==> src/hw/rtl/ppfd_pkg.sv <==
package ppfd_pkg;

    // Default sizes, handed to the top level parameters
    localparam int NUM_PIECES_DEF      = 38;
    localparam int PIECE_CODE_BITS_DEF = 11;

    // Fixed field widths of the stream payload
    localparam int SLOT_W       = 6;
    localparam int CODE_FIELD_W = 11;
    localparam int COUNT_W      = 2;
    localparam int IDX_W        = 21;
    localparam int IN_DATA_W    = 64;
    localparam int IN_USER_W    = 2;
    localparam int OUT_DATA_W   = 88;
    localparam int OUT_USER_W   = 1;

    // Command queue between front and back
    localparam int QUEUE_DEPTH = 2;

    // Item kind, as carried on the input tuser and in a queued command
    typedef enum logic {
        CMD_WRITE  = 1'b0,
        CMD_CHANGE = 1'b1
    } cmd_kind_t;

    // Classified command; for a change, slot0 is always a dirty piece
    typedef struct packed {
        cmd_kind_t               kind;
        logic                    persp;
        logic                    dual;
        logic [SLOT_W-1:0]       slot0;
        logic [CODE_FIELD_W-1:0] old0;
        logic [CODE_FIELD_W-1:0] new0;
        logic [SLOT_W-1:0]       slot1;
        logic [CODE_FIELD_W-1:0] old1;
        logic [CODE_FIELD_W-1:0] new1;
    } cmd_t;

    // Slot walker states
    typedef enum logic [1:0] {
        ST_IDLE,
        ST_WALK,
        ST_FINAL
    } walk_state_t;

endpackage

==> src/hw/rtl/piece_pair_feature_delta_unit.sv <==
// Piece-pair feature delta unit.
// Input channel s_axis: one transfer per item. tuser selects the item kind
// (write or change) and the perspective; a write stores one piece code, a
// change names up to two moved pieces with old and new codes.
// Output channel m_axis: removed/added pair feature indices, one transfer per
// clean piece slot walked and one for a pair of dirty pieces, tuser flags a
// meaningful second pair, tlast marks the final transfer of a change item.
// Writes and changes without a dirty piece give no output.
// With the walker idle, an accepted change passes the holding register and the
// queue into the walker's command register; its first result then moves through
// the table read and stage 1, stage 2 and the output register. A change holds
// the slot walker for a walk over every piece slot, plus the dirty-pair step
// with two pieces; it reads one piece-table entry per cycle unless stalled.
// A two-entry command queue lets the input keep taking items while a walk runs.
// Reset clears all control state; the piece table holds no value until written.
// When the receiver stalls, a running walk and its three-stage index pipeline hold
// in place, and input transfers stop once the queue and holding register are full.
module piece_pair_feature_delta_unit #(
    parameter int NUM_PIECES      = ppfd_pkg::NUM_PIECES_DEF,
    parameter int PIECE_CODE_BITS = ppfd_pkg::PIECE_CODE_BITS_DEF
) (
    input  logic                            clk,
    input  logic                            rst_n,
    input  logic                            s_axis_tvalid,
    output logic                            s_axis_tready,
    // change_count, first_slot, first_old, first_new, second_slot, second_old, second_new
    input  logic [ppfd_pkg::IN_DATA_W-1:0]  s_axis_tdata,
    // operation, perspective
    input  logic [ppfd_pkg::IN_USER_W-1:0]  s_axis_tuser,
    output logic                            m_axis_tvalid,
    input  logic                            m_axis_tready,
    // removed_first, added_first, removed_second, added_second, zero pad
    output logic [ppfd_pkg::OUT_DATA_W-1:0] m_axis_tdata,
    // second_valid
    output logic [ppfd_pkg::OUT_USER_W-1:0] m_axis_tuser,
    output logic                            m_axis_tlast
);
    import ppfd_pkg::*;

    logic front_valid;
    cmd_t front_cmd;
    logic queue_ready;
    logic queue_valid;
    cmd_t queue_cmd;
    logic queue_pop;

    // Accept and classify
    ppfd_front #(
        .NUM_PIECES      (NUM_PIECES),
        .PIECE_CODE_BITS (PIECE_CODE_BITS)
    ) u_front (
        .clk           (clk),
        .rst_n         (rst_n),
        .s_axis_tvalid (s_axis_tvalid),
        .s_axis_tready (s_axis_tready),
        .s_axis_tdata  (s_axis_tdata),
        .s_axis_tuser  (s_axis_tuser),
        .cmd_valid     (front_valid),
        .cmd           (front_cmd),
        .cmd_ready     (queue_ready)
    );

    // Command queue
    ppfd_queue u_queue (
        .clk        (clk),
        .rst_n      (rst_n),
        .push       (front_valid),
        .push_data  (front_cmd),
        .push_ready (queue_ready),
        .pop        (queue_pop),
        .pop_valid  (queue_valid),
        .pop_data   (queue_cmd)
    );

    // Piece table, slot walker and index pipeline
    ppfd_back #(
        .NUM_PIECES      (NUM_PIECES),
        .PIECE_CODE_BITS (PIECE_CODE_BITS)
    ) u_back (
        .clk           (clk),
        .rst_n         (rst_n),
        .q_valid       (queue_valid),
        .q_cmd         (queue_cmd),
        .q_pop         (queue_pop),
        .m_axis_tvalid (m_axis_tvalid),
        .m_axis_tready (m_axis_tready),
        .m_axis_tdata  (m_axis_tdata),
        .m_axis_tuser  (m_axis_tuser),
        .m_axis_tlast  (m_axis_tlast)
    );

endmodule

==> src/hw/rtl/ppfd_front.sv <==
module ppfd_front #(
    parameter int NUM_PIECES      = ppfd_pkg::NUM_PIECES_DEF,
    parameter int PIECE_CODE_BITS = ppfd_pkg::PIECE_CODE_BITS_DEF
) (
    input  logic                           clk,
    input  logic                           rst_n,
    input  logic                           s_axis_tvalid,
    output logic                           s_axis_tready,
    // change_count, first_slot, first_old, first_new, second_slot, second_old, second_new
    input  logic [ppfd_pkg::IN_DATA_W-1:0] s_axis_tdata,
    // operation, perspective
    input  logic [ppfd_pkg::IN_USER_W-1:0] s_axis_tuser,
    output logic                           cmd_valid,
    output ppfd_pkg::cmd_t                 cmd,
    input  logic                           cmd_ready
);
    import ppfd_pkg::*;

    localparam int CW = (PIECE_CODE_BITS < CODE_FIELD_W) ? PIECE_CODE_BITS : CODE_FIELD_W;
    localparam logic [CODE_FIELD_W-1:0] CODE_MASK = {CODE_FIELD_W{1'b1}} >> (CODE_FIELD_W - CW);
    localparam logic [SLOT_W-1:0] NP_SLOT = SLOT_W'(NUM_PIECES);

    logic                    cmd_valid_reg;
    cmd_t                    cmd_reg;
    cmd_t                    cmd_next;
    logic                    keep_next;
    logic                    accept;
    cmd_kind_t               op;
    logic [COUNT_W-1:0]      count;
    logic [SLOT_W-1:0]       s0;
    logic [SLOT_W-1:0]       s1;
    logic [CODE_FIELD_W-1:0] o0;
    logic [CODE_FIELD_W-1:0] n0;
    logic [CODE_FIELD_W-1:0] o1;
    logic [CODE_FIELD_W-1:0] n1;
    logic                    d0;
    logic                    d1;

    // Unpack the transfer
    assign op    = cmd_kind_t'(s_axis_tuser[0]);
    assign count = s_axis_tdata[1:0];
    assign s0    = s_axis_tdata[7:2];
    assign o0    = s_axis_tdata[18:8] & CODE_MASK;
    assign n0    = s_axis_tdata[29:19] & CODE_MASK;
    assign s1    = s_axis_tdata[35:30];
    assign o1    = s_axis_tdata[46:36] & CODE_MASK;
    assign n1    = s_axis_tdata[57:47] & CODE_MASK;

    // Dirty pieces: king slots drop out, a repeated slot counts once
    assign d0 = (count != '0) && (s0 < NP_SLOT);
    assign d1 = count[1] && (s1 < NP_SLOT) && !(d0 && (s0 == s1));

    // Classify; a lone second dirty piece moves to the first place
    always_comb
    begin
        cmd_next.kind  = op;
        cmd_next.persp = s_axis_tuser[1];
        cmd_next.dual  = d0 && d1;
        cmd_next.slot0 = d0 ? s0 : s1;
        cmd_next.old0  = d0 ? o0 : o1;
        cmd_next.new0  = d0 ? n0 : n1;
        cmd_next.slot1 = s1;
        cmd_next.old1  = o1;
        cmd_next.new1  = n1;
        if (op == CMD_WRITE)
        begin
            // a write always targets the first slot field, whatever the count
            cmd_next.slot0 = s0;
            cmd_next.old0  = o0;
            cmd_next.new0  = n0;
            keep_next      = s0 < NP_SLOT;
        end
        else
        begin
            keep_next = d0 || d1;
        end
    end

    assign s_axis_tready = !cmd_valid_reg || cmd_ready;
    assign accept        = s_axis_tvalid && s_axis_tready;

    // Holding register toward the queue
    always_ff @(posedge clk or negedge rst_n)
    begin
        if (!rst_n)
        begin
            cmd_valid_reg <= 1'b0;
        end
        else if (accept)
        begin
            cmd_valid_reg <= keep_next;
        end
        else if (cmd_ready)
        begin
            cmd_valid_reg <= 1'b0;
        end
    end

    always_ff @(posedge clk)
    begin
        if (accept)
        begin
            cmd_reg <= cmd_next;
        end
    end

    assign cmd_valid = cmd_valid_reg;
    assign cmd       = cmd_reg;

endmodule

==> src/hw/rtl/ppfd_queue.sv <==
module ppfd_queue (
    input  logic           clk,
    input  logic           rst_n,
    input  logic           push,
    input  ppfd_pkg::cmd_t push_data,
    output logic           push_ready,
    input  logic           pop,
    output logic           pop_valid,
    output ppfd_pkg::cmd_t pop_data
);
    import ppfd_pkg::*;

    localparam int PTR_W = (QUEUE_DEPTH > 1) ? $clog2(QUEUE_DEPTH) : 1;
    localparam int CNT_W = $clog2(QUEUE_DEPTH + 1);

    cmd_t             entry_reg [QUEUE_DEPTH];
    logic [PTR_W-1:0] wr_ptr_reg;
    logic [PTR_W-1:0] rd_ptr_reg;
    logic [CNT_W-1:0] count_reg;
    logic             do_push;
    logic             do_pop;

    assign push_ready = count_reg != CNT_W'(QUEUE_DEPTH);
    assign pop_valid  = count_reg != '0;
    assign pop_data   = entry_reg[rd_ptr_reg];
    assign do_push    = push && push_ready;
    assign do_pop     = pop && pop_valid;

    // Pointers and fill level
    always_ff @(posedge clk or negedge rst_n)
    begin
        if (!rst_n)
        begin
            wr_ptr_reg <= '0;
            rd_ptr_reg <= '0;
            count_reg  <= '0;
        end
        else
        begin
            if (do_push)
            begin
                wr_ptr_reg <= (wr_ptr_reg == PTR_W'(QUEUE_DEPTH - 1)) ? '0 : wr_ptr_reg + 1'b1;
            end
            if (do_pop)
            begin
                rd_ptr_reg <= (rd_ptr_reg == PTR_W'(QUEUE_DEPTH - 1)) ? '0 : rd_ptr_reg + 1'b1;
            end
            if (do_push && !do_pop)
            begin
                count_reg <= count_reg + 1'b1;
            end
            else if (do_pop && !do_push)
            begin
                count_reg <= count_reg - 1'b1;
            end
        end
    end

    // Entry storage
    always_ff @(posedge clk)
    begin
        if (do_push)
        begin
            entry_reg[wr_ptr_reg] <= push_data;
        end
    end

endmodule

==> src/hw/rtl/ppfd_back.sv <==
module ppfd_back #(
    parameter int NUM_PIECES      = ppfd_pkg::NUM_PIECES_DEF,
    parameter int PIECE_CODE_BITS = ppfd_pkg::PIECE_CODE_BITS_DEF
) (
    input  logic                            clk,
    input  logic                            rst_n,
    input  logic                            q_valid,
    input  ppfd_pkg::cmd_t                  q_cmd,
    output logic                            q_pop,
    output logic                            m_axis_tvalid,
    input  logic                            m_axis_tready,
    // removed_first, added_first, removed_second, added_second, zero pad
    output logic [ppfd_pkg::OUT_DATA_W-1:0] m_axis_tdata,
    // second_valid
    output logic [ppfd_pkg::OUT_USER_W-1:0] m_axis_tuser,
    output logic                            m_axis_tlast
);
    import ppfd_pkg::*;

    localparam int CW     = (PIECE_CODE_BITS < CODE_FIELD_W) ? PIECE_CODE_BITS : CODE_FIELD_W;
    localparam int DEPTH  = 2 * NUM_PIECES;
    localparam int ADDR_W = $clog2(DEPTH);
    localparam int CNT_W  = $clog2(NUM_PIECES);
    localparam int PROD_W = 2 * CW;
    localparam int SUM_W  = (PROD_W > IDX_W + 1) ? PROD_W : IDX_W + 1;
    localparam int LANES  = 4;

    walk_state_t       state_reg;
    walk_state_t       state_next;
    cmd_t              cmd_reg;
    logic [CNT_W-1:0]  slot_reg;
    logic [SLOT_W-1:0] slot_ext;
    logic              adv;
    logic              at_end;
    logic              dirty;
    logic              walk_last;
    logic              load;
    logic              mem_wr;
    logic              issue_valid;
    logic              issue_final;
    logic              issue_last;
    logic [ADDR_W-1:0] rd_addr;
    logic [ADDR_W-1:0] wr_addr;

    logic [CW-1:0]     mem [DEPTH];
    logic [CW-1:0]     rd_data_reg;

    logic              s1_valid_reg;
    logic              s1_final_reg;
    logic              s1_last_reg;
    logic              s1_sec_reg;
    logic [CW-1:0]     s1_old0_reg;
    logic [CW-1:0]     s1_new0_reg;
    logic [CW-1:0]     s1_old1_reg;
    logic [CW-1:0]     s1_new1_reg;

    logic [CW-1:0]     lane_x [LANES];
    logic [CW-1:0]     lane_y [LANES];
    logic [PROD_W-1:0] prod_reg [LANES];
    logic [CW-1:0]     lo_reg [LANES];
    logic [IDX_W-1:0]  idx [LANES];
    logic              s2_valid_reg;
    logic              s2_last_reg;
    logic              s2_sec_reg;

    logic              out_valid_reg;
    logic              out_last_reg;
    logic              out_sec_reg;
    logic [IDX_W-1:0]  out_idx_reg [LANES];

    // Whole pipeline moves when the output register can take a result
    assign adv = !out_valid_reg || m_axis_tready;

    assign slot_ext  = SLOT_W'(slot_reg);
    assign at_end    = slot_reg == CNT_W'(NUM_PIECES - 1);
    assign dirty     = (slot_ext == cmd_reg.slot0) || (cmd_reg.dual && (slot_ext == cmd_reg.slot1));
    // Single piece: last result is the top slot, or the one below when the piece sits on top
    assign walk_last = !cmd_reg.dual
                       && (at_end || ((slot_reg == CNT_W'(NUM_PIECES - 2))
                                      && (cmd_reg.slot0 == SLOT_W'(NUM_PIECES - 1))));

    assign rd_addr = cmd_reg.persp ? ADDR_W'(NUM_PIECES) + ADDR_W'(slot_reg) : ADDR_W'(slot_reg);
    assign wr_addr = q_cmd.persp ? ADDR_W'(NUM_PIECES) + ADDR_W'(q_cmd.slot0)
                                 : ADDR_W'(q_cmd.slot0);

    // Walker next state
    always_comb
    begin
        state_next = state_reg;
        unique case (state_reg)
            ST_IDLE:
            begin
                if (q_valid && (q_cmd.kind == CMD_CHANGE))
                begin
                    state_next = ST_WALK;
                end
            end
            ST_WALK:
            begin
                if (adv && at_end)
                begin
                    state_next = cmd_reg.dual ? ST_FINAL : ST_IDLE;
                end
            end
            ST_FINAL:
            begin
                if (adv)
                begin
                    state_next = ST_IDLE;
                end
            end
            default:
            begin
                state_next = ST_IDLE;
            end
        endcase
    end

    // Walker outputs
    always_comb
    begin
        q_pop       = 1'b0;
        mem_wr      = 1'b0;
        load        = 1'b0;
        issue_valid = 1'b0;
        issue_final = 1'b0;
        issue_last  = 1'b0;
        unique case (state_reg)
            ST_IDLE:
            begin
                q_pop  = q_valid;
                mem_wr = q_valid && (q_cmd.kind == CMD_WRITE);
                load   = q_valid && (q_cmd.kind == CMD_CHANGE);
            end
            ST_WALK:
            begin
                issue_valid = !dirty;
                issue_last  = walk_last;
            end
            ST_FINAL:
            begin
                issue_valid = 1'b1;
                issue_final = 1'b1;
                issue_last  = 1'b1;
            end
            default:
            begin
                q_pop = 1'b0;
            end
        endcase
    end

    // Walker registers
    always_ff @(posedge clk or negedge rst_n)
    begin
        if (!rst_n)
        begin
            state_reg <= ST_IDLE;
            slot_reg  <= '0;
        end
        else
        begin
            state_reg <= state_next;
            if (load)
            begin
                slot_reg <= '0;
            end
            else if ((state_reg == ST_WALK) && adv && !at_end)
            begin
                slot_reg <= slot_reg + 1'b1;
            end
        end
    end

    always_ff @(posedge clk)
    begin
        if (load)
        begin
            cmd_reg <= q_cmd;
        end
    end

    // Piece table, one port written from the queue, one read by the walker
    always_ff @(posedge clk)
    begin
        if (mem_wr)
        begin
            mem[wr_addr] <= CW'(q_cmd.new0);
        end
        if (adv)
        begin
            rd_data_reg <= mem[rd_addr];
        end
    end

    // Stage 1: read data plus the codes it pairs with
    always_ff @(posedge clk or negedge rst_n)
    begin
        if (!rst_n)
        begin
            s1_valid_reg <= 1'b0;
        end
        else if (adv)
        begin
            s1_valid_reg <= issue_valid;
        end
    end

    always_ff @(posedge clk)
    begin
        if (adv)
        begin
            s1_final_reg <= issue_final;
            s1_last_reg  <= issue_last;
            s1_sec_reg   <= cmd_reg.dual && !issue_final;
            s1_old0_reg  <= CW'(cmd_reg.old0);
            s1_new0_reg  <= CW'(cmd_reg.new0);
            s1_old1_reg  <= CW'(cmd_reg.old1);
            s1_new1_reg  <= CW'(cmd_reg.new1);
        end
    end

    // Lane operands; the final step pairs the two dirty pieces
    always_comb
    begin
        lane_x[0] = s1_final_reg ? s1_old1_reg : rd_data_reg;
        lane_y[0] = s1_old0_reg;
        lane_x[1] = s1_final_reg ? s1_new1_reg : rd_data_reg;
        lane_y[1] = s1_new0_reg;
        lane_x[2] = rd_data_reg;
        lane_y[2] = s1_old1_reg;
        lane_x[3] = rd_data_reg;
        lane_y[3] = s1_new1_reg;
    end

    // Stage 2: triangle product per lane, stage 3 adds the smaller code
    for (genvar i = 0; i < LANES; i++)
    begin : g_lane
        logic [CW-1:0] hi;
        logic [CW-1:0] lo;

        assign hi = (lane_x[i] > lane_y[i]) ? lane_x[i] : lane_y[i];
        assign lo = (lane_x[i] > lane_y[i]) ? lane_y[i] : lane_x[i];

        always_ff @(posedge clk)
        begin
            if (adv)
            begin
                prod_reg[i] <= PROD_W'(hi) * PROD_W'(hi - CW'(1));
                lo_reg[i]   <= lo;
            end
        end

        assign idx[i] = IDX_W'((SUM_W'(prod_reg[i]) >> 1) + SUM_W'(lo_reg[i]));
    end

    always_ff @(posedge clk or negedge rst_n)
    begin
        if (!rst_n)
        begin
            s2_valid_reg  <= 1'b0;
            out_valid_reg <= 1'b0;
        end
        else if (adv)
        begin
            s2_valid_reg  <= s1_valid_reg;
            out_valid_reg <= s2_valid_reg;
        end
    end

    always_ff @(posedge clk)
    begin
        if (adv)
        begin
            s2_last_reg    <= s1_last_reg;
            s2_sec_reg     <= s1_sec_reg;
            out_last_reg   <= s2_last_reg;
            out_sec_reg    <= s2_sec_reg;
            out_idx_reg[0] <= idx[0];
            out_idx_reg[1] <= idx[1];
            out_idx_reg[2] <= s2_sec_reg ? idx[2] : '0;
            out_idx_reg[3] <= s2_sec_reg ? idx[3] : '0;
        end
    end

    // Output transfer
    assign m_axis_tvalid = out_valid_reg;
    assign m_axis_tdata  = {(OUT_DATA_W - 4 * IDX_W)'(0), out_idx_reg[3], out_idx_reg[2],
                            out_idx_reg[1], out_idx_reg[0]};
    assign m_axis_tuser  = OUT_USER_W'(out_sec_reg);
    assign m_axis_tlast  = out_last_reg;

    // The extra pair step only follows a two-piece walk
    assert property (@(posedge clk) disable iff (!rst_n)
        (state_reg == ST_FINAL) |-> cmd_reg.dual)
        else $error("final pair step without a second dirty piece");

    // A result with a second pair is never the closing one
    assert property (@(posedge clk) disable iff (!rst_n)
        (out_valid_reg && out_sec_reg) |-> !out_last_reg)
        else $error("second pair result flagged last");

    // A stalled walk must not skip a slot
    assert property (@(posedge clk) disable iff (!rst_n)
        ((state_reg == ST_WALK) && !adv) |=> $stable(slot_reg))
        else $error("walk slot moved during output stall");

endmodule
==> config.mk <==
export PLATFORM = sky130hd
export DESIGN_NAME = piece_pair_feature_delta_unit
export DESIGN_NICKNAME = d
export VERILOG_FILES = /design/src/hw/rtl/ppfd_pkg.sv /design/src/hw/rtl/piece_pair_feature_delta_unit.sv /design/src/hw/rtl/ppfd_front.sv /design/src/hw/rtl/ppfd_queue.sv /design/src/hw/rtl/ppfd_back.sv
export SDC_FILE = /design/constraint.sdc
export NUM_CORES = 2
export LEC_CHECK = 0
export BUFFER_PORTS_ARGS = -buffer_cell sky130_fd_sc_hd__buf_2
export CAP_MARGIN = 20
export CELL_PAD_IN_SITES_DETAIL_PLACEMENT = 2
export CELL_PAD_IN_SITES_GLOBAL_PLACEMENT = 2
export CORE_MARGIN = 2
export CORE_UTILIZATION = 50
export CTS_CLUSTER_DIAMETER = 40
export CTS_CLUSTER_SIZE = 30
export DETAILED_ROUTE_END_ITERATION = 10
export PLACE_DENSITY = 0.85
export SLEW_MARGIN = 10
export SYNTH_ARGS = -nofsm -noshare
export SYNTH_HDL_FRONTEND = slang
export SYNTH_SLANG_ARGS = --single-unit
==> constraint.sdc <==
create_clock -name clk -period 21.6 [get_ports clk]
set_input_delay 2.16 -clock clk [delete_from_list [all_inputs] [get_ports clk]]
set_output_delay 2.16 -clock clk [all_outputs]
set_load 0.01 [all_outputs]
# Yosys cells after proc, flatten, opt, wreduce, memory -nomap -nowiden
# Memory sizes are Yosys's and may differ from the RTL's. A register that Yosys moved wholly into a read port is not among the register bits.
# Index checks and enable logic that the tools add are counted.
word_totals:
  ff_bits: 184
  latch_bits: 0
  ram_bits: 1170
  mem_bits_ro: 0
  in_bits: 70
  output_inout_bits: 92
  word_cells: 164
  memories: 5
mem_list:
  columns: ["memory", "words", "width", "read_ports", "rd_ports_with_merged_regs", "wr", "line_no", "text"]
  rows:
  - ["u_back.mem", 76, 11, 1, 1, 1, "ppfd_back.sv:45", "logic [CW-1:0] mem [DEPTH];"]
  - ["u_queue.entry_reg", 2, 59, 1, 0, 1, "ppfd_queue.sv:16", "cmd_t entry_reg [QUEUE_DEPTH];"]
  - ["u_back.prod_reg", 4, 22, 4, 0, 4, "ppfd_back.sv:59", "logic [PROD_W-1:0] prod_reg [LANES];"]
  - ["u_back.out_idx_reg", 4, 21, 4, 0, 4, "ppfd_back.sv:69", "logic [IDX_W-1:0] out_idx_reg [LANES];"]
  - ["u_back.lo_reg", 4, 11, 4, 0, 4, "ppfd_back.sv:60", "logic [CW-1:0] lo_reg [LANES];"]
classes:
  addsub: 15
  mul: 4
  div: 0
  order_cmp: 6
  eq_ne: 12
  shift: 0
  muxes: 44
  bitwise_logic: 1
  reduce_logical: 40
op_table:
  columns: ["cell", "n"]
  rows:
  - ["$mux W11", 12]
  - ["$mul A11 B22 Y22", 4]
  - ["$add A21 B11 Y21", 4]
  - ["$sub A11 B1 Y12 const B", 4]
  - ["$gt A11 B11 Y1", 4]
  - ["$mux W21", 2]
  - ["$mux W28", 1]
  - ["$logic_and A1 B1 Y1", 19]
  - ["$eq A6 B6 Y1", 3]
  - ["$eq A6 B6 Y1 const B", 3]
  - ["$mux W6", 3]
  - ["$mux W1", 15]
  - ["$add A6 B6 Y7 const A", 2]
  - ["$mux W7", 2]
  - ["$lt A6 B6 Y1 const B", 2]
  - ["$mux W2", 6]
  - ["$reduce_bool A2 Y1", 5]
  - ["$logic_not A1 Y1", 9]
  - ["$add A6 B1 Y6 const B", 1]
  - ["$ne A2 B1 Y1 const B", 3]
  - ["$pmux W2 S3", 1]
  - ["$logic_or A1 B1 Y1", 5]
  - ["$pmux W1 S2", 2]
  - ["$reduce_and A3 Y1", 1]
  - ["other kinds (8)", 9]

# Logic depth before layout (Yosys ltp)
logic_depth:
  ltp_word: 8
  ltp_mapped: 41
  ltp_nobuf: 37

# Cells and area by module
# Synthesis repeated with hierarchy kept, for this count alone.
hier_totals:
  cells_unflattened: 5234
  hier_area_um2: 74362.6
by_module_without_submodules:
  columns: ["mod", "n_inst", "cells_per_inst", "area_each_um2", "seq_area_each_um2"]
  rows:
  - ["ppfd_back", 1, 4824, 66834.1, 35348.9]
  - ["ppfd_queue", 1, 202, 4754.6, 3643.5]
  - ["ppfd_front", 1, 208, 2773.9, 1796.7]

# Worst setup path before layout
# OpenSTA, ideal clock, no wires.
synth_path:
  path_type: "register to register"
  start: "reg u_back.s1_final_reg"
  end: "mem u_back.prod_reg[1][21] (netlist name) (data pin)"
  setup_ns: 0.260
  arrival_time_ns: 8.533
  required_ns: 21.340
  path_slack_ns: 12.807
  path_stages_with_launch: 37
  path_buffers: 5
  synth_period_minus_slack_ns: 8.793
  cell_sequence: "edfxtp_1 clkbuf_1 clkbuf_1 mux2_2 ha_1 nand4_1 nor2_1 o21ai_1 o2111a_1 a41oi_4 buf_4 mux2i_1 buf_2 nand2_1 ha_1 buf_1 or2_1 fa_1 inv_1 fa_1 inv_1 fa_1 inv_1 fa_1 inv_1 fa_1 inv_1 ha_1 or2_2 a21oi_1 inv_1 o31ai_2 o31ai_1 o41ai_1 o21bai_1 a21oi_1 xnor2_1"
synth_lines:
  columns: ["item", "line_no", "text"]
  rows:
  - ["start: declaration", "ppfd_back.sv:49", "logic s1_final_reg;"]
  - ["start signal: assignment", "ppfd_back.sv:213", "s1_final_reg <= issue_final;"]
  - ["end: declaration", "ppfd_back.sv:59", null]

==> metrics.md <==
| Metric | Value |
|---|---|
| Outcome | complete, no violations |
| Total vias in the final route | 51,900 |
| Worst Tran Pin Value | 1.25 ns |
| RSZ-0062 raised after global routing | false |
| CTS Hold Bufs | 0 |
| Hold Path End | u_back.s1_new0_reg[7]$_DFFE_PN_ |
| Max reg flops | 836 |
| Routed len/inst | 42.0 um |
| Critical path capture point type | flip-flop |
| Vias in the first global route | 55,100 |
| Maxcap violations | 0 |
| Final WL | 326,000 um |
| Crit path top cell by count | inv_1 |
| Initial antenna violation count | 19 |
| TritonCTS clock tree | built |
| Fill count | 12,900 |
| FP Rows | 141 |
| Post-synthesis cell area | 74,800 um2 |
| Initial Util | 0.505 |
| CP max-delay cell | o41ai_1 |
| CP max stage delay | 0.82 ns |
| CTS Sinks | 1,361 |
| # DRC | 0 |
| Layout Area Growth over Synthesis | 14.4% |
| Final worst path period share | 0.594 |
| Relative slew margins | 0.146 |
| GP Congestion | 0.870 |
| CTS resizes | 0 |
| Most common cell after layout, fill and taps aside | edfxtp_1 |
| Slew Viols, Final | 0 |
| Fraction of layout instances using a drive strength above 1 | 0.184 |
| Final Hold Fails | 0 |
| Post-Synthesis Cells | 5,225 |
| Clock tree buffer depth | 3 |
| NumNets Final | 6,502 |
| Die Wd | 391 um |
| H-tree Lvls | 4 |
| Final setup viols | 0 |
| Reg2reg end | u_back.prod_reg[1][21]$_DFFE_PN_ |
| Detail Placement HPWL | 176,000 um |
| Largest net degree at the start of global routing | 132 |
| Setup Total Neg Slack | 0 ns |
| Vias/cell | 6.69 |
| Post-CTS setup repair buffer count | 0 |
| Number of routed nets with antenna violations | 0 |
| Post-synth EDFFs | 1,345 |
| IO Count | 162 |
| Full die area | 153,000 um2 |
| RR Startpoint | u_back.s1_final_reg$_DFFE_PN_ |
| Startpoint types | flip-flop |
| Most area-hungry cell type in the Yosys netlist | edfxtp_1 |
| First-iteration detailed-routing DRC count | 6,775 |
| Sequential standard cell area | 40,800 um2 |
| Port Buffers | 151 |
| Worst-path clk slew | 0.06 ns |
| Seq/Total Area, Yosys | 0.545 |
| Worst-path maximum fanout | 33 |
| Syn_area_per_cell | 14.3 um2 |
| Final clock skew | 0.0872 ns |
| Ys async rst share | 0.0118 |
| Min Hold Slack | 0.426 ns |
| Multi-input logic area | 31,000 um2 |
| TritonCTS Buffers | 193 |
| Root Driver | clkbuf_16 |
| First-pass GRT wire length | 424,000 um |
| Core area | 148,000 um2 |
| Syn. warnings | 0 |
| Crit path required time | 22.20 ns |
| DRT Pass-1 Iters | 8 |
| Area share of the largest cell type after synthesis | 0.540 |
| Overflow after GRT | 0 |
| R2R Setup Slk | 8.76 ns |
| Seq cells post-synth | 1,361 |
| Reg2Reg Depth | 35 |
| Synth cell types | 82 |
| Synth area leaders | edfxtp_1 (54%), fa_1 (13%), mux4_2 (7.2%), ha_1 (5.0%), inv_1 (3.7%) |
| Clk_lat worst skew | 0.87 ns |
| Critical path arrival | 13.44 ns |
| Max Fclk | 0.0779 GHz |
| Primary FF master, synth | edfxtp_1 |
| Hold Path Origin | u_back.cmd_reg[35]$_DFFE_PP_ |
| Hold depth | 0 |
| Total GRT Usage | 0.392 |
| Most frequent cells in the layout | edfxtp_1 (1,345), inv_1 (732), fa_1 (488) |
| Period minus WS final | 12.84 ns |
| Die H | 391 um |
| Worst hold path type | reg2reg |
| WS Path Type | reg2reg |
[critical path, delay by kind of cell (launching register included)]
family | cells | cell delay [ns]
adder cells (fa/ha/maj) | 8 | 4.45
AO/OA/AOI/OAI | 9 | 2.97
AND/OR/NAND/NOR | 8 | 2.52
buffers and inverters | 8 | 1.29
multiplexers | 1 | 0.78
flip-flops | 1 | 0.35
XOR/XNOR | 1 | 0.13
[routing by layer]
layer | GRT usage | vias up | routed length [um]
met5 | 0 | - | 159
met4 | 0.236 | 24 | 29100
met3 | 0.0804 | 1577 | 29700
met2 | 0.668 | 4210 | 158000
met1 | 0.458 | 27000 | 108000
li1 | - | 19000 | -
[cells in the mapped netlist (all sizes together) (4+ instances only)]
cell type  number
edfxtp       1345
inv           746
fa            488
nor2          480
ha            299
mux4          239
nand2         215
xnor2         139
buf           130
or2           129
a21oi         117
mux2          105
o21ai          99
nand2b         65
mux2i          55
nand3          52
clkbuf         51
nor2b          48
and2           46
xor2           46
nor3           40
a21o           31
a211oi         25
and3           24
a31oi          21
nand4          21
o21bai         17
dfrtp          16
o21a           15
o31ai          15
or3            12
a311oi         11
a221oi          9
a21boi          7
nor3b           7
o41ai           7
o211ai          6
nor4            4
o31a            4
[cell families (layout without fill, tap and decap cells)]
logic type,after synthesis,in the layout,share of synthesized area
multiplexers,399,399,0.0953
AO/OA/AOI/OAI,407,407,0.0352
AND/OR/NAND/NOR,1157,1157,0.0730
other,2,144,0.000100
XOR/XNOR,185,185,0.0218
buffers and inverters,927,1377,0.0486
adder cells (fa/ha/maj),787,787,0.181
flip-flops,1361,1361,0.545
[worst max path at each step]
stage	startpoint	endpoint	slack [ns]	cells past startpoint
6_report	u_back.s1_final_reg$_DFFE_PN_	u_back.prod_reg[1][21]$_DFFE_PN_	8.76	35
5_1_grt	u_back.s1_final_reg$_DFFE_PN_	u_back.prod_reg[1][21]$_DFFE_PN_	8.76	35
4_1_cts	u_back.s1_final_reg$_DFFE_PN_	u_back.prod_reg[1][20]$_DFFE_PN_	9.73	35
3_5_place_dp	u_back.s1_final_reg$_DFFE_PN_	u_back.prod_reg[1][20]$_DFFE_PN_	10.84	34
3_3_place_gp	u_back.s1_final_reg$_DFFE_PN_	u_back.prod_reg[0][21]$_DFFE_PN_	11.55	32
2_1_floorplan	u_back.s1_final_reg$_DFFE_PN_	u_back.prod_reg[1][21]$_DFFE_PN_	12.81	36
[stage by stage]
stage          instance area, um2   util  setup WS (ns)  instances
3_5_place_dp                78300  0.529          10.84       7337
6_report                    85600  0.577           8.76       7747
2_1_floorplan               75300      -          12.81       5363
5_1_grt                     85600  0.577           8.76       7743
4_1_cts                     85100  0.574           9.73       7700
3_3_place_gp                78300  0.528          11.55       7333
[final cells by class]
cell class,instances,share of cell area
clock buffer,218,0.0585
sequential,1361,0.477
clock inverter,145,0.0201
antenna,4,0.000117
multi-input combinational,3075,0.363
tap,1930,0.0282
inverter,746,0.0328
timing repair buffer,268,0.0206
Power is not shown: default switching activity piles up to over one toggle a cycle in this logic, so the estimate is an artifact.
